**config.mk**
```make
export PLATFORM = sky130hd
export DESIGN_NAME = pto_ram
export DESIGN_NICKNAME = d
export VERILOG_FILES = /design/src/hdl/pto_ram.sv
export SDC_FILE = /design/constraint.sdc
export NUM_CORES = 1
export LEC_CHECK = 0
export BUFFER_PORTS_ARGS = -buffer_cell sky130_fd_sc_hd__buf_2
export CELL_PAD_IN_SITES_DETAIL_PLACEMENT = 0
export CELL_PAD_IN_SITES_GLOBAL_PLACEMENT = 2
export CORE_MARGIN = 1
export CORE_UTILIZATION = 35
export CTS_CLUSTER_DIAMETER = 100
export CTS_CLUSTER_SIZE = 14
export DETAILED_ROUTE_END_ITERATION = 8
export PLACE_DENSITY_LB_ADDON = 0.12
export SYNTH_ARGS = -nofsm -noshare
export SYNTH_HDL_FRONTEND = slang
export SYNTH_SLANG_ARGS = --single-unit
```
**constraint.sdc**
```tcl
create_clock -name clk -period 3.73 [get_ports clk]
set_input_delay 0 -clock clk [delete_from_list [all_inputs] [get_ports clk]]
set_output_delay 0 -clock clk [all_outputs]
set_load 0.02 [all_outputs]
```
**src/hdl/pto_ram.sv**
```systemverilog
module pto_ram #(
  parameter int WIDTH = 2,
  parameter int DEPTH = 64
) (
  input  logic                                     clk,
  input  logic                                     we,
  input  logic [((DEPTH > 1) ? $clog2(DEPTH) : 1)-1:0] waddr,
  input  logic [WIDTH-1:0]                         wdata,
  input  logic                                     re,
  input  logic [((DEPTH > 1) ? $clog2(DEPTH) : 1)-1:0] raddr,
  output logic [WIDTH-1:0]                         rdata
);

  logic [WIDTH-1:0] mem_r [DEPTH];
  logic [WIDTH-1:0] rdata_r;

  always_ff @(posedge clk) begin
    if (we) begin
      mem_r[waddr] <= wdata;
    end
    if (re) begin
      rdata_r <= mem_r[raddr];
    end
  end

  assign rdata = rdata_r;

endmodule

```
== After elaboration in Yosys (flattened, before gate mapping) ==
Memories as Yosys holds them, arrays and structs flattened. A register that Yosys moved wholly into a read port is not among the register bits.
Cells that the tools add are included.
Operators by class
  muxes and demuxes: 2
Operators by type and width (count)
  1-bit 2-to-1 mux: 2
Word-level totals
  register bits: 0
  bits in writable memories: 128
  input port bits: 17
  memories: 1
Memories
  mem_r: depth 64, width 2, read ports 1, clocked after Yosys merged registers in 1, write ports 1, RTL line 14  | logic [WIDTH-1:0] mem_r [DEPTH];

== Depth between registers and ports, before layout ==
Gate-level depths: netlist of run 1.
  depth after elaboration: 2
  gate-level depth with buffers: 7

== Least setup slack after synthesis of run 1 ==
OpenSTA, ideal clock, no wires.
  kind: reg-to-reg
  start: memory mem_r[35][0]
  end: register rdata_r[0], in the netlist rdata[0] (read register of mem_r), data pin
  arrival: 1421 ps
  data required time: 3471 ps
  path slack: 2050 ps
  cell stages (with the launch flop): 6
  path buffers: 0
  clock period less this slack: 1680 ps
  cells stage by stage: edfxtp_1 > mux4_2 > a22o_1 > o21ai_0 > a21oi_1 > a211o_1
RTL lines
  from (decl): RTL line 14
  to (decl): RTL line 15  | logic [WIDTH-1:0] rdata_r;

==> results.sh, run 1 <==
export IMPL_outcome="finished clean"
export IMPL_syn_to_final_growth_pct=14.7
export IMPL_r2r_end="rdata[0]$_DFFE_PP_"
export IMPL_holdCritPathClass="primary input to flop"
export IMPL_critPathArrivalTime_ns=2.13
export IMPL_gp_congestion=0.706
export IMPL_worst_path_buf_inv=0
export IMPL_clkLatencyLatePin_ns=0.42
export IMPL_path_depth=5
export IMPL_async_flop_share=0
export IMPL_cts_repair_resized=0
export IMPL_core_area_mm2=0.0151
export IMPL_r2r_cells=5
export IMPL_grt_max_degree=65
export IMPL_ff2ff_setup_slack_ns=1.77
export IMPL_synthAdderAreaFrac=0
export IMPL_synth_top_family_by_area="multiplexers"
export IMPL_path_delay_family="compound AO/OA/AOI/OAI gates"
export IMPL_final_fill_count=1356
export IMPL_syn_avg_cell_area_um2=16.7
export IMPL_dr_total_vias=2880
export IMPL_syn_nets=341
export IMPL_fin_nets=365
export IMPL_yosys_area_share_simple=0.0958
export IMPL_muxShareOfSynthArea=0.132
export IMPL_cellLeakagePower_nw=1.93
export IMPL_slowest_delay_ns=0.49
export IMPL_clk_pin_slew_ns=0.06
export IMPL_num_antenna_cells=0
export IMPL_drv_slew=0
export IMPL_ios=19
export IMPL_drive_gt1_frac=0.203
export IMPL_pre_cts_slack_ns=1.33
export IMPL_period_share=0.526
export IMPL_wl_per_cell_um=22.2
export IMPL_reg2reg_from="mem_r[51][0]$_DFFE_PP_"
export IMPL_hpwl_mm=7.83
export IMPL_max_freq_mhz=509
export IMPL_yosysSeqAreaShare=0.721
export IMPL_synthFlopType="edfxtp_1"
export IMPL_netlist_area_mm2=0.00542
export IMPL_setup_viol=0
export IMPL_synth_seq_cells=130
export IMPL_crit_path_start="mem_r[51][0]$_DFFE_PP_"
export IMPL_final_antenna_net_count=0
export IMPL_clockRootBuffer="clkbuf_16"
export IMPL_finClkSkew_ns=0.00788
export IMPL_powerDensity_mw_per_mm2=536
export IMPL_crit_slowest_cell="mux4_2"
export IMPL_maxCapViolCount=0
export IMPL_fp_dieH_um=126
export IMPL_drt_iter0_markers=203
export IMPL_clockBufferDepth=2
export IMPL_synth_compound_area_share=0.0339
export IMPL_yosys_warnings=0
export IMPL_overflow=0
export IMPL_criticalPathCategory="flop to flop"
export IMPL_postRouteWirelength_mm=12.2
export IMPL_critPathRequiredTime_ns=3.89
export IMPL_syn_inst=324
export IMPL_cts_sinks=130
export IMPL_synth_cell_types=36
export IMPL_synth_edf_count=130
export IMPL_cp_endpoint="rdata[0]$_DFFE_PP_"
export IMPL_tightestPinTransition_ns=1.11
export IMPL_portBuffers=18
export IMPL_worst_path_max_fanout=1
export IMPL_cts_made_buffers=17
export IMPL_setup_ws_ns=1.77
export IMPL_rows=45
export IMPL_grt_pass1_vias=3057
export IMPL_critPathCaptureType="flop"
export IMPL_cp_cell_sequence="mux4_2 > a22o_1 > o21ai_0 > a21oi_1 > a211o_1"
export IMPL_cts_tree="yes"
export IMPL_drc_errors=0
export IMPL_dr_pass1_iters=4
export IMPL_die_x_um=126
export IMPL_ir_drop_mv=0.297
export IMPL_initial_core_util=0.358
export IMPL_vias_per_cell=5.27
export IMPL_period_minus_slack_ns=1.96
export IMPL_grt_use_total=0.166
export IMPL_start_kind="flop"
export IMPL_slew_headroom=0.260
export IMPL_grt_pass1_wl_mm=18.6
export IMPL_hold_viol_final=0
export IMPL_tns_ns=0
export IMPL_grt_setup_unrepaired="no"
export IMPL_antenna_found_initial=0
export IMPL_dieArea_mm2=0.0160
export IMPL_htree_levels=4
export IMPL_synth_xor_area_frac=0
-- synth_stat cells (all sizes together), types with 3 or more instances --
cell,n,area [µm²]
nand3b,4,30.0
nand2,14,52.6
nor2,70,263
edfxtp,130,3900
a22oi,6,45.0
mux2i,5,50.1
clkbuf,11,41.3
buf,6,51.3
mux4,29,653
o21ai,3,15.0
nand3,7,35.0
nand2b,4,25.0
nor2b,7,43.8
a311oi,3,26.3
-- logic make-up (layout without fill, tap and decap cells) --
group	Yosys count	after routing
AOI/OAI and AO/OA	25	25
buffers and inverters	18	53
DFF	130	130
muxes	35	35
and+or+nand+nor	116	116
-- report_power, final --
part	total (mW)	leakage (nW)	internal (mW)	switching, mW
sequential	1.63	1.17	1.62	0.00284
clock	1.53	0.254	0.960	0.574
combinational	0.171	0.506	0.0610	0.110
-- layout make-up --
cell class	count	area, µm²	share of cell area
Sequential cell	130	3900	0.628
Clock buffer	21	440	0.0709
Inverter	1	3.75	0.000604
Timing Repair Buffer	22	123	0.0197
Clock inverter	9	91.3	0.0147
Tap cell	188	235	0.0378
Multi-Input combinational cell	176	1420	0.228
-- sequential cells by signal, indices dropped and copies added, names as in the netlist --
signal  cells
rdata       2
mem_r     128
-- worst min path at each step --
stage                     startpoint                     end  depth (start not counted)
after floorplan             wdata[0]   mem_r[0][0]$_DFFE_PP_                          0
after global placement            re      rdata[1]$_DFFE_PP_                          1
after detailed placement          re      rdata[1]$_DFFE_PP_                          1
after CTS                   waddr[1]  mem_r[49][1]$_DFFE_PP_                          2
after global routing        raddr[5]      rdata[1]$_DFFE_PP_                          2
final                       raddr[5]      rdata[1]$_DFFE_PP_                          2
-- placed cells by master, fill, tap and decap left out, drive strengths merged --
cell type / synthesis / layout
a211o: 1 / 1
nand3: 7 / 7
inv: 1 / 1
nand2: 14 / 14
clkbuf: 11 / 21
a21oi: 2 / 2
or3b: 1 / 1
or3: 1 / 1
mux2i: 5 / 5
nor3: 2 / 2
o211ai: 1 / 1
o21a: 1 / 1
and2: 1 / 1
nand3b: 4 / 4
and4b: 1 / 1
edfxtp: 130 / 130
buf: 6 / 21
mux4: 29 / 29
nor3b: 1 / 1
nand4b: 1 / 1
nor2: 70 / 70
a21o: 2 / 2
o21ai: 3 / 3
nor2b: 7 / 7
a22oi: 6 / 6
bufinv: 0 / 2
clkinvlp: 0 / 1
a31oi: 1 / 1
a41oi: 1 / 1
a22o: 2 / 2
nand4: 2 / 2
clkinv: 0 / 6
nand2b: 4 / 4
a311oi: 3 / 3
dlygate4sd3: 0 / 1
a211oi: 1 / 1
mux2: 1 / 1
a2111oi: 1 / 1
-- timing repair --
item | CTS | global route
endpoints found under the hold margin | 2 | 0
buffers inserted | 0 | 0
hold buffers | 1 | 0
setup endpoints to repair | 0 | 0
-- per-stage QoR --
stage	util	instance area (µm²)	hold WS, ns	instances	total power, mW
floorplan	-	5420	0.0989	324	1.76
global placement	0.375	5670	0.244	516	1.83
finish	0.410	6210	0.0392	547	3.33
global route	0.410	6210	0.0397	547	3.43
detailed placement	0.375	5670	0.230	516	1.83
CTS	0.410	6210	0.0168	547	3.37
-- routing by layer --
layer / global-route usage / routed length (µm) / vias to the layer above
met4: 0.0765 / 155 / 0
met5: 0 / 0 / -
met1: 0.230 / 5750 / 1480
met3: 0.0384 / 451 / 10
li1: - / - / 1319
met2: 0.249 / 5810 / 71
No activity file was read; power rests on OpenSTA's default activity.
==> run 2: changes to the inputs <==
==> constraint.sdc (replaced) <==
create_clock -name clk -period 1.65 [get_ports clk]
set_input_delay 0 -clock clk [delete_from_list [all_inputs] [get_ports clk]]
set_output_delay 0 -clock clk [all_outputs]
set_load 0.02 [all_outputs]
==> results.sh, run 2 (synthesized netlist as in run 1, its figures left out) <==
export IMPL_outcome="finished with violations"
export IMPL_violations="negative setup slack"
export IMPL_worst_path_buf_inv=0
export IMPL_ios=19
export IMPL_maxCapViolCount=0
export IMPL_top_register="mem_r"
export IMPL_grt_pass1_vias=3231
export IMPL_initial_core_util=0.358
export IMPL_power_mw=7.65
export IMPL_drive_gt1_frac=0.299
export IMPL_setup_viol=2
export IMPL_tightestPinTransition_ns=0.482
export IMPL_critPathArrivalTime_ns=1.97
export IMPL_p_int_mw=6.05
export IMPL_fin_util=0.433
export IMPL_criticalPathCategory="flop to flop"
export IMPL_wl_per_cell_um=21.8
export IMPL_largest_reg_flops=128
export IMPL_clockRootBuffer="clkbuf_16"
export IMPL_finClkSkew_ns=0.00317
export IMPL_holdCritPathClass="primary input to flop"
export IMPL_hold_viol_final=0
export IMPL_cellLeakagePower_nw=2.13
export IMPL_power_frac_seq=0.480
export IMPL_clk_pin_slew_ns=0.05
export IMPL_ir_drop_mv=0.638
export IMPL_grt_use_total=0.173
export IMPL_clkLatencyLatePin_ns=0.42
export IMPL_finalInstanceArea_mm2=0.00656
export IMPL_vias_per_cell=5.23
export IMPL_final_fill_count=1347
export IMPL_hpwl_mm=8.69
export IMPL_mostFrequentLayoutCells="edfxtp_1, nor2_1, mux4_2, buf_4, buf_2"
export IMPL_cp_cell_sequence="mux4_2 > a22o_1 > o21ai_2 > a21oi_2 > a211o_1"
export IMPL_place_area_mm2=0.00598
export IMPL_crit_slowest_cell="mux4_2"
export IMPL_cts_tree="yes"
export IMPL_cts_sinks=130
export IMPL_syn_to_final_growth_pct=21.1
export IMPL_period_minus_slack_ns=1.81
export IMPL_p_sw_mw=1.60
export IMPL_critPathCaptureType="flop"
export IMPL_grt_setup_unrepaired="yes"
export IMPL_dr_total_vias=3026
export IMPL_portBuffers=18
export IMPL_slew_headroom=0.679
export IMPL_period_share=1.10
export IMPL_num_antenna_cells=0
export IMPL_grt_max_degree=65
export IMPL_drc_errors=0
export IMPL_post_cts_buffers=0
export IMPL_pre_cts_slack_ns=-0.350
export IMPL_rows=45
export IMPL_overflow=0
export IMPL_combPwrFrac=0.062
export IMPL_slowest_delay_ns=0.47
export IMPL_powerDensity_mw_per_mm2=1170
export IMPL_grt_pass1_wl_mm=19.5
export IMPL_power_switching_share=0.209
export IMPL_drt_iter0_markers=150
export IMPL_clockBufferDepth=2
export IMPL_critPathRequiredTime_ns=1.81
export IMPL_core_area_mm2=0.0151
export IMPL_antenna_found_initial=0
export IMPL_die_x_um=126
export IMPL_gp_congestion=0.754
export IMPL_tns_ns=-0.225
export IMPL_cts_made_buffers=17
export IMPL_drv_slew=0
export IMPL_path_delay_family="compound AO/OA/AOI/OAI gates"
export IMPL_final_common_cell="edfxtp_1"
export IMPL_setup_ws_ns=-0.162
export IMPL_fp_dieH_um=126
export IMPL_dieArea_mm2=0.0160
export IMPL_htree_levels=4
export IMPL_max_freq_mhz=552
export IMPL_clkPwrFrac=0.458
export IMPL_fin_nets=395
export IMPL_dr_pass1_iters=4
export IMPL_postRouteWirelength_mm=12.6
export IMPL_final_antenna_net_count=0
export IMPL_start_kind="flop"
export IMPL_worst_path_max_fanout=1
-- run 2: path summary, 6_finish.rpt --
| kind | start | endpoint | slack, ns | depth (start not counted) |
|---|---|---|---|---|
| worst max-delay path | mem_r[53][0]$_DFFE_PP_ | rdata[0]$_DFFE_PP_ | -0.16 | 5 |
| worst min-delay path | waddr[1] | mem_r[48][0]$_DFFE_PP_ | 0.06 | 2 |
| worst max register to register | mem_r[53][0]$_DFFE_PP_ | rdata[0]$_DFFE_PP_ | -0.16 | 5 |
| worst min register to register | mem_r[10][0]$_DFFE_PP_ | rdata[0]$_DFFE_PP_ | 0.97 | 4 |
-- run 2: power groups by stage --
| stage | clock, mW | sequential [mW] | combinational [mW] |
|---|---|---|---|
| final | 3.50 | 3.67 | 0.473 |
| after global routing | 3.70 | 3.67 | 0.513 |
| after CTS | 3.55 | 3.67 | 0.480 |
| after detailed placement | 0 | 3.74 | 0.474 |
| after global placement | 0 | 3.74 | 0.472 |
| after floorplan | 0 | 3.74 | 0.230 |
-- run 2: timing repair --
action	in CTS	in global routing
gates resized for setup	3	2
hold buffers	1	0
endpoints found under the setup margin	2	2
pin swaps	4	1
endpoints found under the hold margin	2	0
-- run 2: stage by stage --
stage               hold WS, ns  instances
finish                   0.0586        579
global route             0.0640        579
CTS                      0.0469        579
detailed placement        0.232        547
global placement          0.239        547
floorplan                0.0989        324
-- run 2: final cells by class --
| type | count | area (µm²) | share of cell area |
|---|---|---|---|
| Inverter | 1 | 3.75 | 0.000572 |
| Timing Repair Buffer | 52 | 423 | 0.0645 |
| Multi-Input combinational cell | 176 | 1440 | 0.220 |
| Sequential cell | 130 | 3900 | 0.595 |
| Tap cell | 188 | 235 | 0.0359 |
| Clock inverter | 14 | 121 | 0.0185 |
| Clock buffer | 18 | 429 | 0.0654 |
-- run 2: per-layer routing --
| metal | vias up | GRT usage | part of all wire |
|---|---|---|---|
| met3 | 16 | 0.0418 | 0.025 |
| li1 | 1380 | - | - |
| met1 | 1581 | 0.229 | 0.48 |
| met5 | - | 0 | 0 |
| met2 | 49 | 0.279 | 0.48 |
| met4 | 0 | 0.0638 | 0.014 |
==> run 3: changes to the inputs <==
--- a/config.mk
+++ b/config.mk
@@ -13,7 +13,7 @@
 export CTS_CLUSTER_DIAMETER = 100
 export CTS_CLUSTER_SIZE = 14
 export DETAILED_ROUTE_END_ITERATION = 8
-export PLACE_DENSITY_LB_ADDON = 0.12
+export PLACE_DENSITY_LB_ADDON = 0.25
 export SYNTH_ARGS = -nofsm -noshare
 export SYNTH_HDL_FRONTEND = slang
 export SYNTH_SLANG_ARGS = --single-unit
==> results.sh, run 3 (synthesized netlist as in run 1, its figures left out) <==
export IMPL_place_area_mm2=0.00586
export IMPL_dr_pass1_iters=4
export IMPL_powerDensity_mw_per_mm2=1240
export IMPL_cts_sinks=130
export IMPL_vias_per_cell=5.28
export IMPL_clockBufferDepth=2
export IMPL_r2r_end="rdata[0]$_DFFE_PP_"
export IMPL_critPathCaptureType="flop"
export IMPL_holdCritPathClass="primary input to flop"
export IMPL_drv_slew=0
export IMPL_htree_levels=4
export IMPL_hpwl_mm=7.97
export IMPL_fp_dieH_um=126
export IMPL_dieArea_mm2=0.0160
export IMPL_clk_pin_slew_ns=0.06
export IMPL_start_kind="flop"
export IMPL_setup_ws_ns=-0.137
export IMPL_core_area_mm2=0.0151
export IMPL_ff2ff_setup_slack_ns=-0.14
export IMPL_p_int_mw=6.49
export IMPL_largest_reg_flops=128
export IMPL_finClkSkew_ns=0.00584
export IMPL_p_sw_mw=1.59
export IMPL_final_fill_count=1335
export IMPL_outcome="finished with violations"
export IMPL_fin_nets=382
export IMPL_max_freq_mhz=560
export IMPL_num_antenna_cells=0
export IMPL_syn_to_final_growth_pct=20.5
export IMPL_cp_endpoint="rdata[0]$_DFFE_PP_"
export IMPL_clkPwrFrac=0.490
export IMPL_grt_setup_unrepaired="yes"
export IMPL_r2r_cells=4
export IMPL_wl_per_cell_um=21.8
export IMPL_slew_headroom=0.677
export IMPL_antenna_found_initial=0
export IMPL_finalNonFillerCells=566
export IMPL_combPwrFrac=0.055
export IMPL_reg2reg_from="mem_r[31][0]$_DFFE_PP_"
export IMPL_place_inst=533
export IMPL_grt_pass1_wl_mm=19.2
export IMPL_overflow=0
export IMPL_critPathArrivalTime_ns=1.96
export IMPL_ir_drop_mv=0.632
export IMPL_setup_viol=2
export IMPL_grt_max_degree=65
export IMPL_postRouteWirelength_mm=12.3
export IMPL_tightestPinTransition_ns=0.481
export IMPL_violations="negative setup slack"
export IMPL_initial_core_util=0.358
export IMPL_criticalPathCategory="flop to flop"
export IMPL_final_antenna_net_count=0
export IMPL_finalInstanceArea_mm2=0.00653
export IMPL_portBuffers=18
export IMPL_hold_viol_final=0
export IMPL_fin_util=0.431
export IMPL_rows=45
export IMPL_crit_path_start="mem_r[31][0]$_DFFE_PP_"
export IMPL_cts_made_buffers=17
export IMPL_mostFrequentLayoutCells="edfxtp_1, nor2_1, mux4_2, buf_2, clkbuf_16"
export IMPL_gp_congestion=0.755
export IMPL_dr_total_vias=2991
export IMPL_period_minus_slack_ns=1.79
export IMPL_ios=19
export IMPL_die_x_um=126
export IMPL_clkLatencyLatePin_ns=0.42
export IMPL_power_switching_share=0.197
export IMPL_grt_use_total=0.170
export IMPL_cellLeakagePower_nw=2.08
export IMPL_top_register="mem_r"
export IMPL_pre_cts_slack_ns=-0.205
export IMPL_clockRootBuffer="clkbuf_16"
export IMPL_power_mw=8.07
export IMPL_drc_errors=0
export IMPL_maxCapViolCount=0
export IMPL_critPathRequiredTime_ns=1.82
export IMPL_power_frac_seq=0.455
export IMPL_grt_pass1_vias=3183
export IMPL_cts_tree="yes"
export IMPL_period_share=1.08
export IMPL_worst_path_max_fanout=1
export IMPL_drive_gt1_frac=0.270
export IMPL_drt_iter0_markers=229
export IMPL_final_common_cell="edfxtp_1"
run 3: changes by cell type in the layout (fill, tap and decap cells not counted), moves of 3 or more:
cell / before / now
buf_4: 27 / 15
clkinv_2: 10 / 4
bufinv_16: 2 / 5
clkinv_1: 1 / 4
run 3: worst max-delay path, cell delays in order, from the launching register on:
cell      delay, ns
edfxtp_1       0.40
mux4_2         0.53
a22oi_2        0.23
a21oi_1        0.10
a211o_1        0.29
run 3: worst min-delay path by stage:
stage              from                endpoint  depth (start not counted)
3_3_place_gp         re      rdata[0]$_DFFE_PP_                          1
5_1_grt        waddr[1]  mem_r[49][1]$_DFFE_PP_                          2
3_5_place_dp         re      rdata[0]$_DFFE_PP_                          1
2_1_floorplan  wdata[0]   mem_r[0][0]$_DFFE_PP_                          0
4_1_cts        raddr[5]      rdata[1]$_DFFE_PP_                          2
6_report       waddr[2]  mem_r[54][1]$_DFFE_PP_                          3
run 3: power groups by stage:
stage	clock [mW]	sequential (mW)	combinational, mW
after global placement	0	3.74	0.435
after detailed placement	0	3.74	0.436
after CTS	4.03	3.67	0.442
final	3.96	3.67	0.444
after floorplan	0	3.74	0.230
after global routing	4.14	3.67	0.483
run 3: repair_timing:
| action | CTS | global route |
|---|---|---|
| buffers inserted | 0 | 0 |
| endpoints found under the hold margin | 2 | 0 |
| hold buffers | 1 | 0 |
| setup endpoints to repair | 2 | 2 |
| gates resized for setup | 2 | 5 |
| cloned | 0 | 0 |
| pin swaps | 7 | 0 |
run 3: routing by layer:
metal | global-route usage | wire [µm] | share of wire | vias up
li1 | - | - | - | 1359
met1 | 0.230 | 5370 | 0.44 | 1531
met2 | 0.265 | 6020 | 0.49 | 85
met3 | 0.0409 | 725 | 0.059 | 16
met4 | 0.0723 | 193 | 0.016 | 0
met5 | 0 | 0 | 0 | -
run 3: cell type report:
| type | instances | area, µm² | area share |
|---|---|---|---|
| Sequential cell | 130 | 3900 | 0.598 |
| Multi-Input combinational cell | 176 | 1450 | 0.222 |
| Clock buffer | 18 | 429 | 0.0657 |
| Timing Repair Buffer | 39 | 313 | 0.0479 |
| Tap cell | 188 | 235 | 0.0360 |
| Clock inverter | 14 | 193 | 0.0295 |
| Inverter | 1 | 3.75 | 0.000575 |
run 3: stage by stage:
step | hold WS [ns] | setup TNS, ns
after detailed placement | 0.251 | -0.322
after floorplan | 0.0989 | -0.00104
final | 0.0631 | -0.182
after global placement | 0.260 | -0.291
after CTS | 0.0197 | -0.170
after global routing | 0.0678 | -0.300
